[config.mk]
export PLATFORM = sky130hd
export DESIGN_NAME = can_lamp_dimmer_command_handler
export DESIGN_NICKNAME = d
export VERILOG_FILES = /design/src/cldc_pkg.sv /design/src/cldc_apb_regs.sv /design/src/cldc_cmd_core.sv /design/src/can_lamp_dimmer_command_handler.sv
export SDC_FILE = /design/constraint.sdc
export NUM_CORES = 1
export LEC_CHECK = 0
export BUFFER_PORTS_ARGS = -buffer_cell sky130_fd_sc_hd__clkbuf_2
export CAP_MARGIN = 15
export CORE_MARGIN = 3
export CORE_UTILIZATION = 40
export CTS_BUF_LIST = sky130_fd_sc_hd__clkbuf_8
export DETAILED_ROUTE_END_ITERATION = 8
export SETUP_SLACK_MARGIN = 0.4
export SKIP_LAST_GASP = 1
export SLEW_MARGIN = 30
export SYNTH_ARGS = -nofsm -noshare
export SYNTH_HDL_FRONTEND = slang
export SYNTH_SLANG_ARGS = --single-unit
export TNS_END_PERCENT = 50
[constraint.sdc]
create_clock -name i_clk -period 10.8 [get_ports i_clk]
set_clock_uncertainty 0.05 [all_clocks]
set_input_delay 0 -clock i_clk [delete_from_list [all_inputs] [get_ports i_clk]]
set_output_delay 0 -clock i_clk [all_outputs]
set_load 0.01 [all_outputs]
[src/cldc_pkg.sv]
// ----------------------------------------------------------------------------
// Lamp dimmer command handler package
// Shared types, opcodes, scene codes and the channel 3 gamma table.
// ----------------------------------------------------------------------------
package cldc_pkg;

    localparam int CHANNELS = 4;
    localparam int CH_W     = $clog2(CHANNELS);

    // Defaults for the top level parameters.
    localparam logic [5:0] LAMP_PORT_DEF  = 6'd1;
    localparam logic [5:0] MGMT_PORT_DEF  = 6'd0;
    localparam logic [7:0] PING_CODE_DEF  = 8'd1;
    localparam logic [7:0] RESET_CODE_DEF = 8'd0;

    localparam logic [7:0] LEVEL_MAX      = 8'd255;
    localparam logic [8:0] WINDOW_DEFAULT = 9'd305;

    // Item kind.
    localparam logic CMD_MESSAGE = 1'b0;
    localparam logic CMD_TICK    = 1'b1;

    // Lamp port opcodes.
    localparam logic [7:0] OP_SCENE     = 8'd0;
    localparam logic [7:0] OP_SET_LEVEL = 8'd1;
    localparam logic [7:0] OP_RAMP_STEP = 8'd2;
    localparam logic [7:0] OP_RAMP_FLIP = 8'd3;
    localparam logic [7:0] OP_ENABLE    = 8'd4;

    // Scene cycle steps.
    localparam logic [1:0] SCENE_OFF    = 2'd0;
    localparam logic [1:0] SCENE_MAIN   = 2'd1;
    localparam logic [1:0] SCENE_ACCENT = 2'd2;
    localparam logic [1:0] SCENE_ALL    = 2'd3;

    localparam logic [CHANNELS-1:0] MASK_OFF    = 4'h0;
    localparam logic [CHANNELS-1:0] MASK_MAIN   = 4'h7;
    localparam logic [CHANNELS-1:0] MASK_ACCENT = 4'h8;
    localparam logic [CHANNELS-1:0] MASK_ALL    = 4'hF;

    // Configuration register indexes.
    localparam logic REG_NODE_ADDRESS = 1'b0;
    localparam logic REG_WINDOW_TICKS = 1'b1;

    typedef struct packed {
        logic       cmd;
        logic [7:0] dest_address;
        logic [7:0] source_address;
        logic [5:0] dest_port;
        logic [7:0] opcode_byte;
        logic [7:0] channel_byte;
        logic [7:0] value_byte;
    } t_item;

    typedef struct packed {
        logic [7:0] node_address;
        logic [8:0] window_ticks;
    } t_cfg;

    typedef struct packed {
        logic [CHANNELS-1:0] channel_enables;
        logic [7:0]          level_ch0;
        logic [7:0]          level_ch1;
        logic [7:0]          level_ch2;
        logic [7:0]          level_ch3;
        logic                led_toggle;
        logic                pong_valid;
        logic [7:0]          pong_dest;
        logic                reset_request;
    } t_result;

    localparam logic [7:0] GAMMA_ROM [256] = '{
        8'd0,8'd0,8'd0,8'd0,8'd0,8'd0,8'd0,8'd0,8'd0,8'd1,8'd1,8'd1,8'd1,8'd1,8'd1,8'd1,
        8'd1,8'd2,8'd2,8'd2,8'd2,8'd2,8'd2,8'd2,8'd2,8'd2,8'd2,8'd2,8'd2,8'd2,8'd2,8'd2,
        8'd2,8'd2,8'd2,8'd2,8'd2,8'd2,8'd2,8'd2,8'd3,8'd3,8'd3,8'd3,8'd3,8'd3,8'd3,8'd3,
        8'd3,8'd3,8'd3,8'd3,8'd3,8'd3,8'd3,8'd3,8'd3,8'd3,8'd4,8'd4,8'd4,8'd4,8'd4,8'd4,
        8'd4,8'd4,8'd4,8'd4,8'd4,8'd4,8'd5,8'd5,8'd5,8'd5,8'd5,8'd5,8'd5,8'd5,8'd5,8'd6,
        8'd6,8'd6,8'd6,8'd6,8'd6,8'd6,8'd6,8'd7,8'd7,8'd7,8'd7,8'd7,8'd7,8'd8,8'd8,8'd8,
        8'd8,8'd8,8'd8,8'd9,8'd9,8'd9,8'd9,8'd9,8'd10,8'd10,8'd10,8'd10,8'd10,8'd11,8'd11,
        8'd11,8'd11,8'd12,8'd12,8'd12,8'd12,8'd13,8'd13,8'd13,8'd14,8'd14,8'd14,8'd14,
        8'd15,8'd15,8'd15,8'd16,8'd16,8'd16,8'd17,8'd17,8'd18,8'd18,8'd18,8'd19,8'd19,
        8'd20,8'd20,8'd21,8'd21,8'd21,8'd22,8'd22,8'd23,8'd23,8'd24,8'd24,8'd25,8'd25,
        8'd26,8'd27,8'd27,8'd28,8'd28,8'd29,8'd30,8'd30,8'd31,8'd32,8'd32,8'd33,8'd34,
        8'd35,8'd35,8'd36,8'd37,8'd38,8'd39,8'd39,8'd40,8'd41,8'd42,8'd43,8'd44,8'd45,
        8'd46,8'd47,8'd48,8'd49,8'd50,8'd51,8'd52,8'd53,8'd55,8'd56,8'd57,8'd58,8'd59,
        8'd61,8'd62,8'd63,8'd65,8'd66,8'd68,8'd69,8'd71,8'd72,8'd74,8'd76,8'd77,8'd79,
        8'd81,8'd82,8'd84,8'd86,8'd88,8'd90,8'd92,8'd94,8'd96,8'd98,8'd100,8'd102,8'd105,
        8'd107,8'd109,8'd112,8'd114,8'd117,8'd119,8'd122,8'd124,8'd127,8'd130,8'd133,
        8'd136,8'd139,8'd142,8'd145,8'd148,8'd151,8'd155,8'd158,8'd162,8'd165,8'd169,
        8'd172,8'd176,8'd180,8'd184,8'd188,8'd192,8'd196,8'd201,8'd205,8'd210,8'd214,
        8'd219,8'd224,8'd229,8'd234,8'd239,8'd244,8'd250,8'd255
    };

endpackage

[src/cldc_apb_regs.sv]
// ----------------------------------------------------------------------------
// Lamp dimmer configuration registers
// APB write and read access to the node address and the window length.
// ----------------------------------------------------------------------------
module cldc_apb_regs
    import cldc_pkg::*;
(
    input  logic        i_clk,
    input  logic        i_rst_n,
    input  logic        psel,
    input  logic        penable,
    input  logic        pwrite,
    input  logic [2:0]  paddr,
    input  logic [31:0] pwdata,
    output logic [31:0] prdata,
    output logic        pready,
    output t_cfg        o_cfg
);

    logic [7:0] r_node_address;
    logic [8:0] r_window_ticks;
    logic       wr_en;
    logic       reg_sel;

    assign pready  = 1'b1;
    assign wr_en   = psel & penable & pwrite;
    assign reg_sel = paddr[2];

    always_ff @(posedge i_clk) begin
        if (!i_rst_n) begin
            r_node_address <= '0;
            r_window_ticks <= WINDOW_DEFAULT;
        end else if (wr_en) begin
            case (reg_sel)
                REG_NODE_ADDRESS: r_node_address <= pwdata[7:0];
                REG_WINDOW_TICKS: r_window_ticks <= pwdata[8:0];
                default: ;
            endcase
        end
    end

    always_comb begin
        case (reg_sel)
            REG_NODE_ADDRESS: prdata = {24'd0, r_node_address};
            REG_WINDOW_TICKS: prdata = {23'd0, r_window_ticks};
            default:          prdata = '0;
        endcase
    end

    assign o_cfg.node_address = r_node_address;
    assign o_cfg.window_ticks = r_window_ticks;

endmodule

[src/cldc_cmd_core.sv]
// ----------------------------------------------------------------------------
// Lamp dimmer command core
// Holds the lamp state and works out the next state and the result of one item.
// ----------------------------------------------------------------------------
module cldc_cmd_core
    import cldc_pkg::*;
#(
    parameter logic [5:0] LAMP_PORT  = LAMP_PORT_DEF,
    parameter logic [5:0] MGMT_PORT  = MGMT_PORT_DEF,
    parameter logic [7:0] PING_CODE  = PING_CODE_DEF,
    parameter logic [7:0] RESET_CODE = RESET_CODE_DEF
) (
    input  logic    i_clk,
    input  logic    i_rst_n,
    input  logic    i_advance,
    input  t_item   i_item,
    input  t_cfg    i_cfg,
    output t_result o_result
);

    logic [1:0]          r_scene_step,   n_scene_step;
    logic [7:0]          r_ramp_level,   n_ramp_level;
    logic                r_ramp_up,      n_ramp_up;
    logic [8:0]          r_window_count, n_window_count;
    logic [CHANNELS-1:0] r_enable_bits,  n_enable_bits;
    logic [7:0]          r_levels [CHANNELS];
    logic [7:0]          n_levels [CHANNELS];

    logic                addressed;
    logic                mgmt_hit;
    logic                rst_req;
    logic                pong;
    logic                lamp_hit;
    logic                ch_ok;
    logic [CH_W-1:0]     ch_idx;
    logic [7:0]          ramp_next;
    logic [7:0]          gamma_val;

    assign addressed = (i_item.cmd == CMD_MESSAGE) &&
                       (i_item.dest_address == i_cfg.node_address);
    assign mgmt_hit  = addressed && (i_item.dest_port == MGMT_PORT);
    assign rst_req   = mgmt_hit && (i_item.opcode_byte == RESET_CODE);
    assign pong      = mgmt_hit && !rst_req && (i_item.opcode_byte == PING_CODE);
    assign lamp_hit  = addressed && !rst_req && (i_item.dest_port == LAMP_PORT);
    assign ch_ok     = (i_item.channel_byte[7:CH_W] == '0);
    assign ch_idx    = i_item.channel_byte[CH_W-1:0];
    assign ramp_next = r_ramp_up ? (r_ramp_level + 8'd1) : (r_ramp_level - 8'd1);
    // Channel 3 drives inverted: 255 - gamma[255 - level].
    assign gamma_val = ~GAMMA_ROM[~ramp_next];

    always_comb begin
        n_scene_step   = r_scene_step;
        n_ramp_level   = r_ramp_level;
        n_ramp_up      = r_ramp_up;
        n_window_count = r_window_count;
        n_enable_bits  = r_enable_bits;
        for (int i = 0; i < CHANNELS; i++) begin
            n_levels[i] = r_levels[i];
        end

        if (i_item.cmd == CMD_TICK) begin
            if (r_window_count != '0) begin
                n_window_count = r_window_count - 9'd1;
            end
        end else if (lamp_hit) begin
            case (i_item.opcode_byte)
                OP_SCENE: begin
                    if (r_window_count == '0) begin
                        if (r_scene_step != SCENE_OFF) begin
                            n_enable_bits = MASK_OFF;
                            n_scene_step  = SCENE_OFF;
                        end else begin
                            n_enable_bits = MASK_ALL;
                            n_scene_step  = SCENE_ALL;
                        end
                    end else begin
                        case (r_scene_step)
                            SCENE_OFF: begin
                                n_enable_bits = MASK_MAIN;
                                n_scene_step  = SCENE_MAIN;
                            end
                            SCENE_MAIN: begin
                                n_enable_bits = MASK_ACCENT;
                                n_scene_step  = SCENE_ACCENT;
                            end
                            SCENE_ACCENT: begin
                                n_enable_bits = MASK_ALL;
                                n_scene_step  = SCENE_ALL;
                            end
                            default: begin
                                n_enable_bits = MASK_OFF;
                                n_scene_step  = SCENE_OFF;
                            end
                        endcase
                    end
                    n_window_count = i_cfg.window_ticks;
                end
                OP_SET_LEVEL: begin
                    if (ch_ok) begin
                        if (ch_idx == CH_W'(CHANNELS - 1)) begin
                            n_levels[ch_idx] = ~i_item.value_byte;
                        end else begin
                            n_levels[ch_idx] = i_item.value_byte;
                        end
                    end
                end
                OP_RAMP_STEP: begin
                    // At either end the step only turns the ramp around.
                    if (r_ramp_up && (r_ramp_level == LEVEL_MAX)) begin
                        n_ramp_up = 1'b0;
                    end else if (!r_ramp_up && (r_ramp_level == '0)) begin
                        n_ramp_up = 1'b1;
                    end else begin
                        n_ramp_level = ramp_next;
                        for (int i = 0; i < CHANNELS - 1; i++) begin
                            n_levels[i] = ramp_next;
                        end
                        n_levels[CHANNELS-1] = gamma_val;
                    end
                end
                OP_RAMP_FLIP: begin
                    n_ramp_up = !r_ramp_up;
                end
                OP_ENABLE: begin
                    if (ch_ok) begin
                        n_enable_bits[ch_idx] = (i_item.value_byte != '0);
                    end
                end
                default: ;
            endcase
        end
    end

    always_ff @(posedge i_clk) begin
        if (!i_rst_n) begin
            r_scene_step   <= SCENE_OFF;
            r_ramp_level   <= LEVEL_MAX;
            r_ramp_up      <= 1'b0;
            r_window_count <= '0;
            r_enable_bits  <= MASK_OFF;
            for (int i = 0; i < CHANNELS; i++) begin
                r_levels[i] <= '0;
            end
        end else if (i_advance) begin
            r_scene_step   <= n_scene_step;
            r_ramp_level   <= n_ramp_level;
            r_ramp_up      <= n_ramp_up;
            r_window_count <= n_window_count;
            r_enable_bits  <= n_enable_bits;
            for (int i = 0; i < CHANNELS; i++) begin
                r_levels[i] <= n_levels[i];
            end
        end
    end

    always_comb begin
        o_result.channel_enables = n_enable_bits;
        o_result.level_ch0       = n_levels[0];
        o_result.level_ch1       = n_levels[1];
        o_result.level_ch2       = n_levels[2];
        o_result.level_ch3       = n_levels[3];
        o_result.led_toggle      = addressed;
        o_result.pong_valid      = pong;
        o_result.pong_dest       = pong ? i_item.source_address : 8'd0;
        o_result.reset_request   = rst_req;
    end

endmodule

[src/can_lamp_dimmer_command_handler.sv]
// ----------------------------------------------------------------------------
// Lamp dimmer command handler, top level
// Input register, command core and result register with APB configuration.
// ----------------------------------------------------------------------------
// Path: an item is held in the input register, then its result is loaded into
// the result register, which presents it on the result channel.
// Throughput: one item per cycle, as long as the result side is not
// stalled.
// Reset: synchronous, active low; it empties both pipeline stages and loads
// the lamp state and the configuration registers with their reset values.
module can_lamp_dimmer_command_handler
    import cldc_pkg::*;
#(
    parameter logic [5:0] LAMP_PORT  = LAMP_PORT_DEF,
    parameter logic [5:0] MGMT_PORT  = MGMT_PORT_DEF,
    parameter logic [7:0] PING_CODE  = PING_CODE_DEF,
    parameter logic [7:0] RESET_CODE = RESET_CODE_DEF
) (
    input  logic                i_clk,
    input  logic                i_rst_n,

    // Configuration port.
    input  logic                psel,
    input  logic                penable,
    input  logic                pwrite,
    input  logic [2:0]          paddr,
    input  logic [31:0]         pwdata,
    output logic [31:0]         prdata,
    output logic                pready,

    // Input channel.
    input  logic                i_in_valid,
    output logic                o_in_stall,
    input  logic                i_cmd,
    input  logic [7:0]          i_dest_address,
    input  logic [7:0]          i_source_address,
    input  logic [5:0]          i_dest_port,
    input  logic [7:0]          i_opcode_byte,
    input  logic [7:0]          i_channel_byte,
    input  logic [7:0]          i_value_byte,

    // Result channel.
    output logic                o_out_valid,
    input  logic                i_out_stall,
    output logic [CHANNELS-1:0] o_channel_enables,
    output logic [7:0]          o_level_ch0,
    output logic [7:0]          o_level_ch1,
    output logic [7:0]          o_level_ch2,
    output logic [7:0]          o_level_ch3,
    output logic                o_led_toggle,
    output logic                o_pong_valid,
    output logic [7:0]          o_pong_dest,
    output logic                o_reset_request
);

    t_cfg    cfg;
    t_item   r_item;
    logic    r_in_valid;
    t_result core_result;
    t_result r_result;
    logic    r_out_valid;
    logic    advance;
    logic    in_take;

    cldc_apb_regs u_regs (
        .i_clk   (i_clk),
        .i_rst_n (i_rst_n),
        .psel    (psel),
        .penable (penable),
        .pwrite  (pwrite),
        .paddr   (paddr),
        .pwdata  (pwdata),
        .prdata  (prdata),
        .pready  (pready),
        .o_cfg   (cfg)
    );

    // The held item moves on when the result register is empty or its
    // content is being taken in this cycle. The state is committed at the
    // same edge, so the next item sees it at once.
    assign advance    = r_in_valid && (!r_out_valid || !i_out_stall);
    assign o_in_stall = r_in_valid && !advance;
    assign in_take    = i_in_valid && !o_in_stall;

    always_ff @(posedge i_clk) begin
        if (!i_rst_n) begin
            r_in_valid <= 1'b0;
        end else if (in_take) begin
            r_in_valid <= 1'b1;
        end else if (advance) begin
            r_in_valid <= 1'b0;
        end
    end

    always_ff @(posedge i_clk) begin
        if (in_take) begin
            r_item.cmd            <= i_cmd;
            r_item.dest_address   <= i_dest_address;
            r_item.source_address <= i_source_address;
            r_item.dest_port      <= i_dest_port;
            r_item.opcode_byte    <= i_opcode_byte;
            r_item.channel_byte   <= i_channel_byte;
            r_item.value_byte     <= i_value_byte;
        end
    end

    cldc_cmd_core #(
        .LAMP_PORT  (LAMP_PORT),
        .MGMT_PORT  (MGMT_PORT),
        .PING_CODE  (PING_CODE),
        .RESET_CODE (RESET_CODE)
    ) u_core (
        .i_clk     (i_clk),
        .i_rst_n   (i_rst_n),
        .i_advance (advance),
        .i_item    (r_item),
        .i_cfg     (cfg),
        .o_result  (core_result)
    );

    // The result register holds a finished transfer while the far side
    // stalls; the input register can still take one more item meanwhile.
    always_ff @(posedge i_clk) begin
        if (!i_rst_n) begin
            r_out_valid <= 1'b0;
        end else if (advance) begin
            r_out_valid <= 1'b1;
        end else if (!i_out_stall) begin
            r_out_valid <= 1'b0;
        end
    end

    always_ff @(posedge i_clk) begin
        if (advance) begin
            r_result <= core_result;
        end
    end

    assign o_out_valid       = r_out_valid;
    assign o_channel_enables = r_result.channel_enables;
    assign o_level_ch0       = r_result.level_ch0;
    assign o_level_ch1       = r_result.level_ch1;
    assign o_level_ch2       = r_result.level_ch2;
    assign o_level_ch3       = r_result.level_ch3;
    assign o_led_toggle      = r_result.led_toggle;
    assign o_pong_valid      = r_result.pong_valid;
    assign o_pong_dest       = r_result.pong_dest;
    assign o_reset_request   = r_result.reset_request;

    // A reset request or a pong only ever comes from an addressed message.
    a_flags_need_address: assert property (@(posedge i_clk) disable iff (!i_rst_n)
        o_out_valid && (o_reset_request || o_pong_valid) |-> o_led_toggle)
        else $error("reset or pong without an addressed message");

    // Reset takes precedence over ping, so both never appear together.
    a_reset_over_ping: assert property (@(posedge i_clk) disable iff (!i_rst_n)
        o_out_valid |-> !(o_reset_request && o_pong_valid))
        else $error("reset request and pong in one result");

    a_pong_dest_zero: assert property (@(posedge i_clk) disable iff (!i_rst_n)
        o_out_valid && !o_pong_valid |-> (o_pong_dest == 8'd0))
        else $error("pong destination set without a pong");

    // An accepted item is held in the input register in the next cycle.
    a_take_fills_stage: assert property (@(posedge i_clk) disable iff (!i_rst_n)
        in_take |=> r_in_valid)
        else $error("accepted item lost from the input register");

    // Each advance leaves a result waiting in the next cycle.
    a_advance_fills_out: assert property (@(posedge i_clk) disable iff (!i_rst_n)
        advance |=> r_out_valid)
        else $error("result register empty after an advance");

endmodule
==> impl_metrics.env <==
export IMPL_viasPerCell=5.60
export IMPL_cap_violations=0
export IMPL_slew_violations=0
export IMPL_clkLatencyLatePin_ns=0.48
export IMPL_n_fill_cell=2192
export IMPL_clk_pin_slew_ns=0.11
export IMPL_rsz0062_at_grt="no"
export IMPL_drt_wl_total_mm=25.4
export IMPL_grt_pass1_vias=7531
export IMPL_status="completed"
export IMPL_cts_resized=0
export IMPL_hold_viol_final=0
export IMPL_crit_path_max_fanout=23
export IMPL_synthFlopType="edfxtp_1"
export IMPL_worst_pin_slew_ns=0.925
export IMPL_cts_htree_levels=4
export IMPL_cts_sinks=169
export IMPL_cts_setup_buffers=0
export IMPL_postCtsHoldBufs=64
export IMPL_die_h_um=162
export IMPL_leakage_uw=0.00446
export IMPL_utilization_pct=48.4
export IMPL_ys_ff_latch=169
export IMPL_crit_type="register to register"
export IMPL_initial_core_util_pct=40.9
export IMPL_grt_pass1_wl_mm=40.2
export IMPL_worst_hold_path_type="input port to register"
export IMPL_multi_input_area_um2=4620
export IMPL_synthTopCellsByArea="edfxtp_1, dfxtp_1, nand2_1"
export IMPL_start_kind="register"
export IMPL_drcViolationCount=0
export IMPL_drive_gt1_share_pct=19.9
export IMPL_groute_usage_overall_pct=19.1
export IMPL_hold_slack_ns=0.0417
export IMPL_first_pass_iters=6
export IMPL_cts_made_buffers=17
export IMPL_nNetsFinal=1209
export IMPL_grt_overflow=0
export IMPL_synth_warnings=0
export IMPL_post_dp_hpwl_mm=16.9
export IMPL_cp_required_ns=10.94
export IMPL_setup_tns_ns=0
export IMPL_core_area_um2=23700
export IMPL_critPathArrivalTime_ns=4.92
export IMPL_area_delta_synth_final_pct=18.3
export IMPL_dieArea_um2=26200
export IMPL_synth_most_common_cell="edfxtp_1"
export IMPL_fmax_ghz=0.209
export IMPL_fp_dieW_um=162
export IMPL_antenna_found_initial=0
export IMPL_setup_viol=0
export IMPL_grt_max_degree=48
export IMPL_async_reset_ff_share_pct=0
export IMPL_vias=8014
export IMPL_period_share_pct=44.3
export IMPL_ios=171
export IMPL_gp_congestion=0.845
export IMPL_antenna_cells=0
export IMPL_synthTopCellsByCount="edfxtp_1, nand2_1, nor2_1, a21oi_1, dfxtp_1"
export IMPL_ant_nets=0
export IMPL_cts_tree="built"
export IMPL_vdd_drop_max_mv=0.0627
export IMPL_yosysSeqAreaShare_pct=47.9
export IMPL_synth_top_area_cell="edfxtp_1"
export IMPL_wire_per_inst_um=17.7
export IMPL_clk_path_buf_depth=2
export IMPL_placementRows=56
export IMPL_relSlewSlack_pct=38.0
export IMPL_portBuffers=121
export IMPL_syn_inst=944
export IMPL_syn_area_per_cell_um2=10.3
export IMPL_regArea_um2=4640
export IMPL_layout_min_cycle_time_ns=4.78
export IMPL_synthesis_area_um2=9700
export IMPL_end_kind="register"
export IMPL_synth_edf_count=126
export IMPL_synth_top_cell_area_share_pct=39.0
export IMPL_synth_distinct_cells=97
export IMPL_cts_root_buf="clkbuf_8"
export IMPL_power_density_nw_per_um2=114
export IMPL_drt_iter0_drc=647
[worst paths after layout]
check	start	end	slack, ns	cells after the start
hold / removal	pwrite	u_regs.r_window_ticks[8]$_SDFFE_PN1P_	0.04	4
setup reg to reg	u_core.r_ramp_level[0]$_SDFFE_PN1P_	o_level_ch3[4]$_DFFE_PP_	6.02	12
hold reg to reg	u_core.r_enable_bits[3]$_SDFFE_PN0P_	u_core.r_enable_bits[3]$_SDFFE_PN0P_	0.42	2
setup / recovery	u_core.r_ramp_level[0]$_SDFFE_PN1P_	o_level_ch3[4]$_DFFE_PP_	6.02	12
[placed cells by master (no fill, tap or decap), types with 7 or more instances in the layout]
master | synthesis | final
nand2_1 | 105 | 104
and3_1 | 13 | 13
a21oi_1 | 61 | 61
nand2b_1 | 11 | 11
dfxtp_1 | 43 | 43
a22o_1 | 29 | 29
xnor2_1 | 11 | 11
ha_1 | 20 | 20
conb_1 | 2 | 24
nor4_1 | 12 | 11
and2_1 | 28 | 28
edfxtp_1 | 126 | 126
o211ai_1 | 12 | 12
inv_1 | 21 | 22
mux2_2 | 10 | 10
clkbuf_8 | 0 | 18
dlygate4sd3_1 | 0 | 64
buf_4 | 30 | 8
a211oi_1 | 10 | 10
nor2_1 | 67 | 67
o221ai_1 | 7 | 7
a21o_1 | 8 | 8
a31oi_1 | 7 | 7
o31ai_1 | 8 | 8
o22ai_1 | 21 | 21
nor3_1 | 16 | 15
mux2i_1 | 28 | 28
clkbuf_2 | 0 | 121
nand4_1 | 8 | 8
nand3_1 | 16 | 16
o21ai_0 | 41 | 41
[kinds of logic after synthesis]
group,synth area share [%]
adder cells (fa/ha/maj),2.99
other,0.0774
AND/OR/NAND/NOR,16.1
AO/OA/AOI/OAI,20.7
XOR/XNOR,1.99
flip-flops,47.9
buffers and inverters,5.75
multiplexers,4.52
[sequential cells by signal, indices dropped and copies added (netlist names), 2 cells and up]
signal	cells
o_level_ch3	8
o_level_ch1	8
u_core.r_levels	32
u_core.r_window_count	9
o_level_ch0	8
o_level_ch2	8
u_regs.r_node_address	8
u_core.r_enable_bits	4
u_core.r_scene_step	2
r_item	47
u_regs.r_window_ticks	9
o_pong_dest	8
u_core.r_ramp_level	8
o_channel_enables	4
[critical path, stage by stage, from the launching register on]
cell and delay, ns:
dfxtp_1 0.94, inv_1 0.45, fa_1 0.68, xor2_2 0.20, buf_4 0.24, inv_2 0.30
ha_1 0.46, nor2_1 0.10, a2bb2oi_1 0.27, nand2_1 0.10, a32o_1 0.27, o31ai_1 0.29
nand2_1 0.14
[area by class of cell]
class / instances / area share [%]
Clock buffer: 18 / 2.16
Clock inverter: 14 / 1.31
Inverter: 26 / 0.851
Multi-Input combinational cell: 692 / 40.3
Sequential cell: 169 / 40.5
Tap cell: 319 / 3.48
Timing Repair Buffer: 193 / 11.4
[per-layer routing]
layer,global-route usage [%],vias up,routed length (µm)
li1,-,3836,-
met2,31.4,285,12100
met4,5.20,0,342
met5,0,-,0
met1,26.2,3860,11300
met3,3.39,33,1640
[report_power, final]
part	internal, µW	switching, µW
Combinational	48.4	55.3
Sequential	730	17.4
Clock	199	259
[through the flow]
stage | instances | area (µm²) | power (µW) | worst slack (ns)
floorplan | 966 | 9780 | 814 | 7.18
global placement | 1335 | 10400 | 847 | 6.12
detailed placement | 1335 | 10400 | 848 | 6.14
CTS | 1431 | 11500 | 1320 | 6.10
global route | 1431 | 11500 | 1360 | 5.74
finish | 1431 | 11500 | 1310 | 6.02
No activity file was read; power rests on OpenSTA's default activity.
